==> src/jsrl_pkg.sv <==
// ----------------------------------------------------------------------------
// jsrl_pkg
// Shared widths, codes and controller/datapath handshake types for the
// joint setpoint rate limiter.
// ----------------------------------------------------------------------------
package jsrl_pkg;

  localparam int JOINTS   = 7;
  localparam int JOINT_W  = 3;
  localparam int ANG_W    = 28;
  localparam int TICKS_W  = 10;
  localparam int MSTEP_W  = 25;
  localparam int FUNC_W   = 2;
  localparam int CFG_IDX_W = 1;
  localparam int CFG_DATA_W = 25;

  // difference goal - measured and its magnitude
  localparam int DIFF_W   = ANG_W + 1;
  localparam int DIV_BITS = DIFF_W;
  localparam int DIV_CNT_W = $clog2(DIV_BITS);
  // clamped step, |step| < 2^25
  localparam int STEP_W   = MSTEP_W + 1;

  localparam logic [TICKS_W-1:0] TICKS_RESET = TICKS_W'(40);
  localparam logic [MSTEP_W-1:0] MSTEP_RESET = MSTEP_W'(16777);

  localparam logic [FUNC_W-1:0] FUNC_GOAL  = 2'd0;
  localparam logic [FUNC_W-1:0] FUNC_TICK  = 2'd1;
  localparam logic [FUNC_W-1:0] FUNC_START = 2'd2;

  localparam logic [CFG_IDX_W-1:0] REG_TICKS_PER_PERIOD = 1'b0;
  localparam logic [CFG_IDX_W-1:0] REG_STEP_LIMIT       = 1'b1;

  typedef struct packed {
    logic load;
    logic div_step;
    logic clamp;
    logic apply;
  } ctrl_cmd_t;

  typedef struct packed {
    logic launch;
    logic div_zero;
    logic out_free;
  } ctrl_sts_t;

endpackage

==> src/jsrl_in_if.sv <==
// ----------------------------------------------------------------------------
// jsrl_in_if
// Input item channel: goal values and tick measurements.
// ----------------------------------------------------------------------------
interface jsrl_in_if;
  logic                          valid;
  logic                          ready;
  logic [jsrl_pkg::FUNC_W-1:0]   func;
  logic [jsrl_pkg::JOINT_W-1:0]  joint;
  logic signed [jsrl_pkg::ANG_W-1:0] position;
  logic                          last_in_group;

  modport source (output valid, func, joint, position, last_in_group, input ready);
  modport sink   (input valid, func, joint, position, last_in_group, output ready);
endinterface

==> src/jsrl_out_if.sv <==
// ----------------------------------------------------------------------------
// jsrl_out_if
// Result channel: one new joint command per tick item for a joint in range.
// ----------------------------------------------------------------------------
interface jsrl_out_if;
  logic                          valid;
  logic                          ready;
  logic [jsrl_pkg::JOINT_W-1:0]  out_joint;
  logic signed [jsrl_pkg::ANG_W-1:0] command;
  logic                          tick_end;

  modport source (output valid, out_joint, command, tick_end, input ready);
  modport sink   (input valid, out_joint, command, tick_end, output ready);
endinterface

==> src/jsrl_ctrl.sv <==
// ----------------------------------------------------------------------------
// jsrl_ctrl
// Sequencer: accept, bit-serial divide, clamp, apply and hand off result.
// ----------------------------------------------------------------------------
module jsrl_ctrl (
  input  logic                  clk,
  input  logic                  rst,
  input  logic                  in_valid,
  output logic                  in_ready,
  input  jsrl_pkg::ctrl_sts_t   sts,
  output jsrl_pkg::ctrl_cmd_t   cmd
);

  typedef enum logic [3:0] {
    S_IDLE  = 4'b0001,
    S_DIV   = 4'b0010,
    S_CLAMP = 4'b0100,
    S_APPLY = 4'b1000
  } state_t;

  state_t state, state_next;
  logic [jsrl_pkg::DIV_CNT_W-1:0] cnt, cnt_next;
  logic cnt_last;

  assign in_ready = (state == S_IDLE);
  assign cnt_last = (cnt == jsrl_pkg::DIV_CNT_W'(jsrl_pkg::DIV_BITS - 1));

  always_comb begin
    state_next   = state;
    cnt_next     = cnt;
    cmd.load     = 1'b0;
    cmd.div_step = 1'b0;
    cmd.clamp    = 1'b0;
    cmd.apply    = 1'b0;
    unique case (state)
      S_IDLE: begin
        cmd.load = in_valid;
        cnt_next = '0;
        if (in_valid && sts.launch) state_next = S_DIV;
      end
      S_DIV: begin
        // zero divisor: quotient register already holds |d|
        cmd.div_step = !sts.div_zero;
        cnt_next     = cnt + 1'b1;
        if (sts.div_zero || cnt_last) state_next = S_CLAMP;
      end
      S_CLAMP: begin
        cmd.clamp  = 1'b1;
        state_next = S_APPLY;
      end
      S_APPLY: begin
        // hold until the output register can take the result
        if (sts.out_free) begin
          cmd.apply  = 1'b1;
          state_next = S_IDLE;
        end
      end
      default: state_next = S_IDLE;
    endcase
  end

  always_ff @(posedge clk) begin
    if (rst) begin
      state <= S_IDLE;
      cnt   <= '0;
    end else begin
      state <= state_next;
      cnt   <= cnt_next;
    end
  end

endmodule

==> src/jsrl_datapath.sv <==
// ----------------------------------------------------------------------------
// jsrl_datapath
// Per-joint goal/command store, period bookkeeping, restoring divider,
// step clamp, saturating add and the output register.
// ----------------------------------------------------------------------------
module jsrl_datapath (
  input  logic                                  clk,
  input  logic                                  rst,
  input  logic                                  cfg_we,
  input  logic [jsrl_pkg::CFG_IDX_W-1:0]        cfg_index,
  input  logic [jsrl_pkg::CFG_DATA_W-1:0]       cfg_data,
  input  logic [jsrl_pkg::FUNC_W-1:0]           func,
  input  logic [jsrl_pkg::JOINT_W-1:0]          joint,
  input  logic signed [jsrl_pkg::ANG_W-1:0]     position,
  input  logic                                  last_in_group,
  input  jsrl_pkg::ctrl_cmd_t                   cmd,
  output jsrl_pkg::ctrl_sts_t                   sts,
  output logic                                  out_valid,
  input  logic                                  out_ready,
  output logic [jsrl_pkg::JOINT_W-1:0]          out_joint,
  output logic signed [jsrl_pkg::ANG_W-1:0]     out_command,
  output logic                                  out_tick_end
);

  localparam int AW = jsrl_pkg::ANG_W;
  localparam int DW = jsrl_pkg::DIFF_W;
  localparam int TW = jsrl_pkg::TICKS_W;
  localparam int MW = jsrl_pkg::MSTEP_W;
  localparam int SW = jsrl_pkg::STEP_W;
  localparam logic signed [DW-1:0] SAT_MAX = DW'((64'sd1 <<< (AW - 1)) - 1);
  localparam logic signed [DW-1:0] SAT_MIN = -(DW'(64'sd1 <<< (AW - 1)));

  logic signed [AW-1:0] goal_angle    [jsrl_pkg::JOINTS];
  logic signed [AW-1:0] command_angle [jsrl_pkg::JOINTS];
  logic [TW-1:0]        ticks_left;
  logic                 reload_armed;
  logic                 tick_open;
  logic [TW-1:0]        ticks_per_period;
  logic [MW-1:0]        step_limit;

  // job registers
  logic [jsrl_pkg::JOINT_W-1:0] job_joint;
  logic                         job_last;
  logic signed [AW-1:0]         cmd_base;
  logic                         neg;
  logic [DW-1:0]                quo;
  logic [TW-1:0]                rem;
  logic [TW-1:0]                divisor;
  logic                         div_zero;
  logic signed [SW-1:0]         step;

  // item decode
  logic                 is_tick, is_goal, is_start, jvalid;
  logic [TW-1:0]        tl_eff;
  logic signed [AW-1:0] goal_rd, cmd_rd;
  logic signed [DW-1:0] diff;
  logic [DW-1:0]        mag;

  assign is_goal  = (func == jsrl_pkg::FUNC_GOAL);
  assign is_start = (func == jsrl_pkg::FUNC_START);
  assign is_tick  = (func == jsrl_pkg::FUNC_TICK) || is_start;
  assign jvalid   = (32'(joint) < jsrl_pkg::JOINTS);

  always_comb begin
    goal_rd = '0;
    cmd_rd  = '0;
    if (jvalid) begin
      goal_rd = goal_angle[joint];
      cmd_rd  = command_angle[joint];
    end
  end

  always_comb begin
    tl_eff = ticks_left;
    if (!tick_open) begin
      if (reload_armed) tl_eff = ticks_per_period;
      else if (is_start) tl_eff = '0;
    end
  end

  // a start tick seeds goal from the measurement, so d is zero
  assign diff = is_start ? '0 : (DW'(goal_rd) - DW'(position));
  assign mag  = diff[DW-1] ? DW'(-diff) : DW'(diff);

  assign sts.launch   = is_tick && jvalid;
  assign sts.div_zero = div_zero;
  assign sts.out_free = !out_valid || out_ready;

  // restoring divide, one quotient bit a cycle
  logic [TW:0] rem_sh;
  logic        rem_ge;
  assign rem_sh = {rem, quo[DW-1]};
  assign rem_ge = (rem_sh >= {1'b0, divisor});

  // clamp and saturating add
  logic [MW-1:0]        mag_c;
  logic signed [DW-1:0] sum;
  logic signed [AW-1:0] sat_sum;
  assign mag_c = (quo > DW'(step_limit)) ? step_limit : MW'(quo);
  assign sum   = DW'(cmd_base) + DW'(step);
  always_comb begin
    priority if (sum > SAT_MAX) sat_sum = AW'(SAT_MAX);
    else if (sum < SAT_MIN)     sat_sum = AW'(SAT_MIN);
    else                        sat_sum = AW'(sum);
  end

  always_ff @(posedge clk) begin
    if (rst) begin
      for (int i = 0; i < jsrl_pkg::JOINTS; i++) begin
        goal_angle[i]    <= '0;
        command_angle[i] <= '0;
      end
      ticks_left       <= '0;
      reload_armed     <= 1'b0;
      tick_open        <= 1'b0;
      ticks_per_period <= jsrl_pkg::TICKS_RESET;
      step_limit       <= jsrl_pkg::MSTEP_RESET;
      out_valid        <= 1'b0;
    end else begin
      if (cfg_we) begin
        unique case (cfg_index)
          jsrl_pkg::REG_TICKS_PER_PERIOD: ticks_per_period <= cfg_data[TW-1:0];
          jsrl_pkg::REG_STEP_LIMIT:       step_limit <= cfg_data[MW-1:0];
          default: ;
        endcase
      end

      if (cmd.load) begin
        if (is_goal && last_in_group) reload_armed <= 1'b1;
        if (is_tick) begin
          if (!tick_open && reload_armed) reload_armed <= 1'b0;
          tick_open <= !last_in_group;
          if (last_in_group) ticks_left <= (tl_eff != '0) ? tl_eff - 1'b1 : '0;
          else               ticks_left <= tl_eff;
        end
        if (jvalid && (is_goal || is_start)) goal_angle[joint] <= position;
      end

      if (cmd.apply) begin
        command_angle[job_joint] <= sat_sum;
        out_valid <= 1'b1;
      end else if (out_ready) begin
        out_valid <= 1'b0;
      end
    end
  end

  // payload registers, no reset
  always_ff @(posedge clk) begin
    if (cmd.load) begin
      job_joint <= joint;
      job_last  <= last_in_group;
      cmd_base  <= is_start ? position : cmd_rd;
      neg       <= diff[DW-1];
      quo       <= mag;
      rem       <= '0;
      divisor   <= tl_eff;
      div_zero  <= (tl_eff == '0);
    end
    if (cmd.div_step) begin
      quo <= {quo[DW-2:0], rem_ge};
      rem <= rem_ge ? TW'(rem_sh - {1'b0, divisor}) : rem_sh[TW-1:0];
    end
    if (cmd.clamp) begin
      step <= neg ? -SW'(mag_c) : SW'(mag_c);
    end
    if (cmd.apply) begin
      out_joint    <= job_joint;
      out_command  <= sat_sum;
      out_tick_end <= job_last;
    end
  end

endmodule

==> src/joint_setpoint_rate_limiter.sv <==
// ----------------------------------------------------------------------------
// joint_setpoint_rate_limiter
// Spreads each joint's goal over a period of control ticks and limits the
// per-tick change of the commanded angle.
//
//   channel     direction  handshake     payload
//   item_in     in         valid/ready   func, joint, position, last_in_group
//   result_out  out        valid/ready   out_joint, command, tick_end
//   cfg         in         cfg_we        cfg_index, cfg_data
//
// A goal item, an unused code or a tick item for an out-of-range joint is taken
// without a divide. A tick item for a joint runs accept, 29 steps of the
// bit-serial divider, clamp, apply; with no ticks left the divider is skipped.
// Reset is synchronous and loads the register defaults; stores clear at once.
// The result waits in an output register, so the next item is taken while
// it stalls; a second result holds in the apply step until the first leaves.
// ----------------------------------------------------------------------------
module joint_setpoint_rate_limiter (
  input  logic                              clk,
  input  logic                              rst,
  input  logic                              cfg_we,
  input  logic [jsrl_pkg::CFG_IDX_W-1:0]    cfg_index,
  input  logic [jsrl_pkg::CFG_DATA_W-1:0]   cfg_data,
  jsrl_in_if.sink                           item_in,
  jsrl_out_if.source                        result_out
);

  jsrl_pkg::ctrl_cmd_t cmd;
  jsrl_pkg::ctrl_sts_t sts;

  jsrl_ctrl u_ctrl (
    .clk      (clk),
    .rst      (rst),
    .in_valid (item_in.valid),
    .in_ready (item_in.ready),
    .sts      (sts),
    .cmd      (cmd)
  );

  jsrl_datapath u_datapath (
    .clk           (clk),
    .rst           (rst),
    .cfg_we        (cfg_we),
    .cfg_index     (cfg_index),
    .cfg_data      (cfg_data),
    .func          (item_in.func),
    .joint         (item_in.joint),
    .position      (item_in.position),
    .last_in_group (item_in.last_in_group),
    .cmd           (cmd),
    .sts           (sts),
    .out_valid     (result_out.valid),
    .out_ready     (result_out.ready),
    .out_joint     (result_out.out_joint),
    .out_command   (result_out.command),
    .out_tick_end  (result_out.tick_end)
  );

  // a result is written only into a free output register
  a_apply_free: assert property (@(posedge clk) disable iff (rst)
    cmd.apply |-> sts.out_free)
    else $error("result applied while output register busy");

  // an item that starts a divide closes the input until it is applied
  a_launch_blocks: assert property (@(posedge clk) disable iff (rst)
    (cmd.load && sts.launch) |=> !item_in.ready)
    else $error("input open during divide");

  a_apply_shows: assert property (@(posedge clk) disable iff (rst)
    cmd.apply |=> result_out.valid)
    else $error("applied result not presented");

endmodule

==> src/flat_wrapper.sv <==
// flat-port wrapper written by rule: the top's interface ports become plain ports
module joint_setpoint_rate_limiter_flat 
  (clk, rst, cfg_we, cfg_index, cfg_data, item_in_valid, item_in_func, item_in_joint, item_in_position, item_in_last_in_group, item_in_ready, result_out_valid, result_out_out_joint, result_out_command, result_out_tick_end, result_out_ready);
  jsrl_in_if item_in_i ();
  jsrl_out_if result_out_i ();
  input  logic clk;
  input  logic rst;
  input  logic cfg_we;
  input  logic [jsrl_pkg::CFG_IDX_W-1:0] cfg_index;
  input  logic [jsrl_pkg::CFG_DATA_W-1:0] cfg_data;
  input wire logic [$bits(item_in_i.valid)-1:0] item_in_valid;
  input wire logic [$bits(item_in_i.func)-1:0] item_in_func;
  input wire logic [$bits(item_in_i.joint)-1:0] item_in_joint;
  input wire logic [$bits(item_in_i.position)-1:0] item_in_position;
  input wire logic [$bits(item_in_i.last_in_group)-1:0] item_in_last_in_group;
  output wire logic [$bits(item_in_i.ready)-1:0] item_in_ready;
  output wire logic [$bits(result_out_i.valid)-1:0] result_out_valid;
  output wire logic [$bits(result_out_i.out_joint)-1:0] result_out_out_joint;
  output wire logic [$bits(result_out_i.command)-1:0] result_out_command;
  output wire logic [$bits(result_out_i.tick_end)-1:0] result_out_tick_end;
  input wire logic [$bits(result_out_i.ready)-1:0] result_out_ready;
  assign item_in_i.valid = item_in_valid;
  assign item_in_i.func = item_in_func;
  assign item_in_i.joint = item_in_joint;
  assign item_in_i.position = item_in_position;
  assign item_in_i.last_in_group = item_in_last_in_group;
  assign item_in_ready = item_in_i.ready;
  assign result_out_valid = result_out_i.valid;
  assign result_out_out_joint = result_out_i.out_joint;
  assign result_out_command = result_out_i.command;
  assign result_out_tick_end = result_out_i.tick_end;
  assign result_out_i.ready = result_out_ready;
  joint_setpoint_rate_limiter u_core (.clk(clk), .rst(rst), .cfg_we(cfg_we), .cfg_index(cfg_index), .cfg_data(cfg_data), .item_in(item_in_i), .result_out(result_out_i));
endmodule
==> config.mk <==
export PLATFORM = sky130hd
export DESIGN_NAME = joint_setpoint_rate_limiter_flat
export DESIGN_NICKNAME = d
export VERILOG_FILES = /design/src/jsrl_pkg.sv /design/src/jsrl_in_if.sv /design/src/jsrl_out_if.sv /design/src/jsrl_ctrl.sv /design/src/jsrl_datapath.sv /design/src/joint_setpoint_rate_limiter.sv /design/src/flat_wrapper.sv
export SDC_FILE = /design/constraint.sdc
export NUM_CORES = 1
export LEC_CHECK = 0
export ABC_AREA = 1
export BUFFER_PORTS_ARGS = -buffer_cell sky130_fd_sc_hd__buf_2
export CAP_MARGIN = 20
export CORE_MARGIN = 2
export CORE_UTILIZATION = 45
export DETAILED_ROUTE_END_ITERATION = 8
export PLACE_DENSITY = 0.74
export SYNTH_ARGS = -nofsm -noshare
export SYNTH_HDL_FRONTEND = slang
export SYNTH_SLANG_ARGS = --single-unit
==> constraint.sdc <==
create_clock -name clk -period 4.2 [get_ports clk]
set_clock_uncertainty 0.15 [all_clocks]
set_input_delay 0.42 -clock clk [delete_from_list [all_inputs] [get_ports clk]]
set_output_delay 0.42 -clock clk [all_outputs]
set_load 0.005 [all_outputs]
==> flow_summary.ini, run 1 <==
[timing]
fin_crit_sh = 0.9245
setup_violations = 0
rsz0062_at_grt = false
max_freq_mhz = 257.5
min_period_ps = 3883
hold_ws_ps = 23.56
worst_pin_slew_ps = 1104
drv_slew = 0
slew_headroom = 0.2640
fin_setup_tns_ps = 0
hold_viol = 0

[pwr]
p_per_area_mw_per_mm2 = 464.0
ir_worst_vdd_mv = 0.3483
power.leakage_uw = 0.01575
total_power_uw = 17710

[grt]
grt_max_degree = 72
grt_first_pass_wirelength_um = 147800
grtUsageTotal = 0.2570
grt_pass1_vias = 26040
gr-total-overflow = 0
antenna_found_initial = 2

[route]
wl_per_cell_um = 19.49
post_drt_via_cell_ratio = 5.561
drc_errors = 0
antenna_left = 0
initialDrtViolationCount = 3084
vias = 27860
firstDrtPassIters = 5
routed_wirelength_um = 97630

[die]
rows = 98
die-area_mm2 = 0.07433
io_pins = 99
coreArea_mm2 = 0.07149
start_util = 0.4543
die_x_um = 272.6
die-height_um = 272.6

[yosys]
yosysWarningCount = 0
synth_area_leaders = edfxtp_1, nand2_1, nor2_1, dfxtp_1, o21ai_0
synth_edf_count = 505
synth_top_area_cell = edfxtp_1
synth_compound_area_frac = 0.1330
synth_xor_area_frac = 0.01911
synthCells = 3705
syn_avg_cell_area_um2 = 8.765
synth_top_family_by_area = simple AND/OR/NAND/NOR gates
synth_flop_cell = edfxtp_1
ys_seq_area_frac = 0.5366
yosys.area_share.simple = 0.2023
ys_async_sr_fraction = 0
synth_top_cell_area_share = 0.4670
synth.area.mux_share = 0
synth.ff_latch_count = 618
netlist_area_mm2 = 0.03247
synth_adder_area_share = 0.04115
yosysUniqueCellTypes = 55

[setup_path]
critPathArrivalTime_ps = 4110
path_class = primary input to flop
reg2reg_depth = 22
timing.reg2reg.setup_slack_ps = 360
cp-end-kind = flop
cp.required_ps = 4430
cp_max_fo = 14
start_kind = primary input

[layout]
multi_input_area_mm2 = 0.01300
nFillCells = 6359
fin_nets = 4173
regArea_mm2 = 0.01743
final_cell_mix = nand2_1, nor2_1, edfxtp_1, inv_1, o21ai_0
mostFrequentLayoutCell = nand2_1
syn_to_final_growth_pct = 17.52
drive_gt1_frac = 0.1321
finalNonFillerCells = 5009
final_util = 0.5339

[clock_tree]
numCtsBuffers = 67
cts-root-buf = clkbuf_16
clk_path_buf_depth = 3
clk_latency_ps = 640
h-tree-depth = 3
cts_sinks = 618
cts_tree = yes
clk_pin_slew_ps = 60

[run]
max_cap_viol_count = 0

[place]
io_buffers = 98
dp.cells = 4846
place_congestion = 0.9934
post-dp-hpwl_um = 69820

[min_path]
hp-class = primary input to flop
min_delay_path_depth = 3

[outcome]
status = completed
[path summary, 6_finish.rpt]
| check | endpoint | from |
|---|---|---|
| min reg2reg | u_core.u_datapath.out_tick_end$_DFFE_PP_ | u_core.u_datapath.job_last$_DFFE_PP_ |
| max | u_core.u_datapath.quo[24]$_DFFE_PP_ | item_in_joint[0] |
| max reg2reg | u_core.u_datapath.quo[24]$_DFFE_PP_ | u_core.u_datapath.goal_angle[6][3]$_SDFFE_PP0P_ |
| min | u_core.u_datapath.step_limit[24]$_SDFFE_PP0P_ | cfg_data[24] |
[per-stage QoR]
| step | worst slack [ps] | cell area (µm²) |
|---|---|---|
| 5_1_grt | 95.05 | 38160 |
| 3_5_place_dp | -267.8 | 35600 |
| 2_1_floorplan | 10.12 | 32580 |
| 6_report | 317.2 | 38160 |
| 3_3_place_gp | -243.0 | 35600 |
| 4_1_cts | 385.8 | 38160 |
[flip-flops by register name, indices dropped and copies added (netlist names), 25 cells and up]
signal / count
u_core.u_datapath.cmd_base: 28
u_core.u_datapath.command_angle: 196
u_core.u_datapath.goal_angle: 224
u_core.u_datapath.out_command: 28
u_core.u_datapath.quo: 29
u_core.u_datapath.step: 26
u_core.u_datapath.step_limit: 25
[timing repair]
item,in CTS,in global routing
hold buffers,38,0
hold endpoints to repair,50,0
endpoints found under the setup margin,0,2
resized for setup,0,1
setup buffers,0,0
[layer usage]
metal	wire, µm	part of all wire	GRT usage
met1	40480	0.41	0.3493
met2	44450	0.46	0.4122
met3	9095	0.093	0.04560
met4	3592	0.037	0.09384
met5	13	0.00013	0
[critical path, cell delays in order]
cell and delay (ps):
buf_4 200, buf_4 250, buf_4 220, o21ai_0 130
o22ai_1 270, nor2_1 70, a311oi_1 240, buf_4 160
ha_1 260, a21oi_1 220, o21ai_0 270, a21oi_1 240
nand4_1 110, nand3_1 230, nand2_1 140, nor2_1 200
nand4_1 180, nand2_1 100, nand2_1 50, nand3_1 100
nand2_1 70
[area by class of cell]
cell class | count | share of cell area
sequential | 618 | 0.4566
multi-input combinational | 2564 | 0.3405
timing repair buffer | 384 | 0.07823
clock buffer | 90 | 0.04777
inverter | 368 | 0.03639
tap | 950 | 0.03115
clock inverter | 34 | 0.009213
antenna | 1 | 0.00006557
[report_power, final]
group / leakage, µW / internal [µW] / switching [µW]
clock: 0.00105 / 3240 / 2570
combinational: 0.00871 / 1520 / 2840
sequential: 0.00600 / 7240 / 285
total: 0.0158 / 12000 / 5700
[logic make-up after synthesis]
family                     count (synthesis)
AOI/OAI and AO/OA                        775
DFF                                      618
adders and majority gates                105
other                                      1
xor gates and xnor gates                  70
buffers and inverters                    550
and+or+nand+nor                         1586
[synth_stat cells, types with 6 or more instances]
master and n:
xor2_1 47, buf_1 10, nand3b_1 13, nor2_1 612
ha_1 102, a21oi_1 235, edfxtp_1 505, o22ai_1 56
o2111ai_1 27, nand4_1 32, buf_2 33, dfxtp_1 113
inv_1 357, nand2_2 44, a311oi_1 26, clkbuf_1 124
buf_6 8, nand2_1 659, a21o_1 6, o21ai_2 6
o21ai_0 353, o211ai_1 10, a22oi_1 11, nor2_2 8
o21ai_1 13, nor3_1 18, o21bai_1 12, nand3_1 179
buf_4 6, xnor2_1 22, inv_2 8
Power figures use the tool's default switching activity.
==> run 2, diff against run 1 <==
--- a/config.mk
+++ b/config.mk
@@ -14,4 +14,5 @@
 export PLACE_DENSITY = 0.74
 export SYNTH_ARGS = -nofsm -noshare
 export SYNTH_HDL_FRONTEND = slang
+export SYNTH_HIERARCHICAL = 1
 export SYNTH_SLANG_ARGS = --single-unit
==> run 2 against run 1 <==
Sequential power fell by 0.7%. Die area increased by 0.46%. Synthesized cell count up 0.11%. Fmax rose by 1.1%. Critical endpoint is now u_core/u_datapath/quo[25]$_DFFE_PP_.
==> flow_summary.ini, run 2 <==
[timing]
rsz0062_at_grt = false
worst_pin_slew_ps = 991.8
hold_viol = 0
min_period_ps = 3841
max_freq_mhz = 260.3
fin_crit_sh = 0.9145
setup_ws_ps = 359.0
drv_slew = 0
slew_headroom = 0.3381
setup_violations = 0
hold_ws_ps = 9.563

[route]
vias = 27490
wl_per_cell_um = 19.38
antenna_left = 0
initialDrtViolationCount = 3230
routed_wirelength_um = 95890
post_drt_via_cell_ratio = 5.555
drc_errors = 0
firstDrtPassIters = 6

[grt]
grt_pass1_vias = 26380
grt_first_pass_wirelength_um = 147600
gr-total-overflow = 0
grtUsageTotal = 0.2551
grt_max_degree = 64
antenna_found_initial = 9

[pwr]
p_per_area_mw_per_mm2 = 481.7
p_sw_frac = 0.3136
p_sw_uw = 5758
clockPowerShare = 0.356
ir_worst_vdd_mv = 0.3168
combPwrFrac = 0.236
p_seq_frac = 0.408
power.leakage_uw = 0.01551
p_int_uw = 12600

[yosys]
synthCells = 3709
synth.most_common_cell = nor2_1
ys_async_sr_fraction = 0
yosysWarningCount = 6
ys_seq_area_frac = 0.5341
synth_flop_cell = edfxtp_1
synth_area_leaders = edfxtp_1, nor2_1, nand2_1, dfxtp_1, o21ai_0
netlist_area_mm2 = 0.03263
synth_top_area_cell = edfxtp_1
synth.ff_latch_count = 618
syn_avg_cell_area_um2 = 8.797
synth_edf_count = 505
yosysUniqueCellTypes = 59
synth_top_cell_area_share = 0.4648
synth_commonest_cells = nor2_1, nand2_1, edfxtp_1

[clock_tree]
clk_latency_ps = 640
cts_resized = 0
post_cts_buffers = 0
cts_sinks = 618
clk_pin_slew_ps = 60
clk_path_buf_depth = 3
h-tree-depth = 3
hold_buffers = 48
cts-root-buf = clkbuf_16
cts_tree = yes
numCtsBuffers = 69

[layout]
nFillCells = 6352
largest_reg_flops = 224
mostFrequentLayoutCell = nor2_1
final_util = 0.5322
reg.largest.list = u_core/u_datapath/goal_angle (224), u_core/u_datapath/command_angle (196), u_core/u_datapath/quo (29)
final_cell_mix = nor2_1, nand2_1, edfxtp_1, o21ai_0, inv_1
drive_gt1_frac = 0.1235
fin_nets = 4106
syn_to_final_growth_pct = 16.82
finalInstanceArea_mm2 = 0.03811
top_register = u_core/u_datapath/goal_angle

[die]
die_x_um = 273.3
die-area_mm2 = 0.07467
rows = 98
coreArea_mm2 = 0.07161
io_pins = 99
start_util = 0.4556
die-height_um = 273.3

[place]
dp_slack_ps = -158.7
io_buffers = 98
place_area_mm2 = 0.03516
place_congestion = 0.9650
post-dp-hpwl_um = 65450

[setup_path]
path_class = flop to flop
cp-end-kind = flop
critPathArrivalTime_ps = 4060
start_kind = flop
cp.required_ps = 4420
cp_max_fo = 6

[min_path]
hp-class = primary input to flop

[outcome]
status = completed

[run]
max_cap_viol_count = 0
-- run 2: cell count changes in the layout (fill, tap and decap cells not counted), moves of 22 or more --
cell,previous run,this run
a311oi_1,26,0
a31oi_1,4,26
buf_4,229,142
nand2_1,659,613
nand2_2,44,20
nor2_1,608,636
o21ai_0,353,398
o22ai_1,56,30
-- run 2: kinds of logic after synthesis --
logic type	count (synthesis)	share of synthesized area
AO/OA/AOI/OAI	816	0.1422
AND/OR/NAND/NOR	1561	0.2008
flip-flops	618	0.5341
XOR/XNOR	57	0.01588
adder cells (fa/ha/maj)	105	0.04096
other	1	0.0001149
buffers and inverters	551	0.06596
-- run 2: per-layer routing --
metal  up-vias  track usage  wire length (µm)
met5         -            0                38
met4         6       0.1178              4514
met3       282      0.04807              8704
met2      1305       0.4182             44300
met1     12880       0.3272             38340
li1      13010            -                 -
-- run 2: area by class of cell --
| type | count | area (µm²) | share of cell area |
|---|---|---|---|
| Antenna cell | 5 | 12.51 | 0.0003283 |
| Sequential cell | 618 | 17430 | 0.4572 |
| Timing Repair Buffer | 306 | 2412 | 0.06329 |
| Tap cell | 950 | 1189 | 0.03119 |
| Multi-Input combinational cell | 2567 | 13190 | 0.3461 |
| Clock buffer | 92 | 1863 | 0.04888 |
| Clock inverter | 36 | 600.6 | 0.01576 |
| Inverter | 374 | 1416 | 0.03716 |
-- run 2: critical path, stage by stage (launching register included) --
cell	delay, ps
edfxtp_1	370
o21ai_0	140
o21ai_0	120
o21ai_0	240
a31oi_1	70
buf_4	160
ha_1	410
nand2_1	140
nor2_1	210
inv_1	60
nor2_1	260
nand4_1	200
nand3_1	130
nand2_1	50
nand3_1	160
nand2_1	120
o21ai_1	150
buf_4	160
nand4_1	100
nand3_1	110
nand2_1	70
-- run 2: final timing paths --
path                                                                  startpoint  slack, ps  depth (start not counted)                                                to
worst min register to register  u_core/u_datapath/goal_angle[6][24]$_SDFFE_PP0P_        300                          2  u_core/u_datapath/goal_angle[6][24]$_SDFFE_PP0P_
worst max register to register     u_core/u_datapath/goal_angle[7][16]$_DFFE_PP_        360                         20               u_core/u_datapath/quo[25]$_DFFE_PP_
worst max-delay path               u_core/u_datapath/goal_angle[7][16]$_DFFE_PP_        360                         20               u_core/u_datapath/quo[25]$_DFFE_PP_
worst min-delay path                                                cfg_data[20]         10                          3     u_core/u_datapath/step_limit[20]$_SDFFE_PP0P_
-- run 2: power groups by stage --
| stage | sequential [µW] | clock [µW] | combinational, µW |
|---|---|---|---|
| global route | 7520 | 6850 | 4780 |
| finish | 7480 | 6530 | 4340 |
| global placement | 7590 | 0 | 4160 |
| detailed placement | 7600 | 0 | 4210 |
| CTS | 7480 | 6600 | 4280 |
| floorplan | 7470 | 0 | 2920 |
-- run 2: metrics by stage --
stage	TNS [ps]	std cells	total power, µW
after CTS	0	4943	18360
after global routing	0	4943	19150
after global placement	-369.7	4767	11750
final	0	4948	18360
after detailed placement	-720.3	4767	11810
after floorplan	0	3736	10390
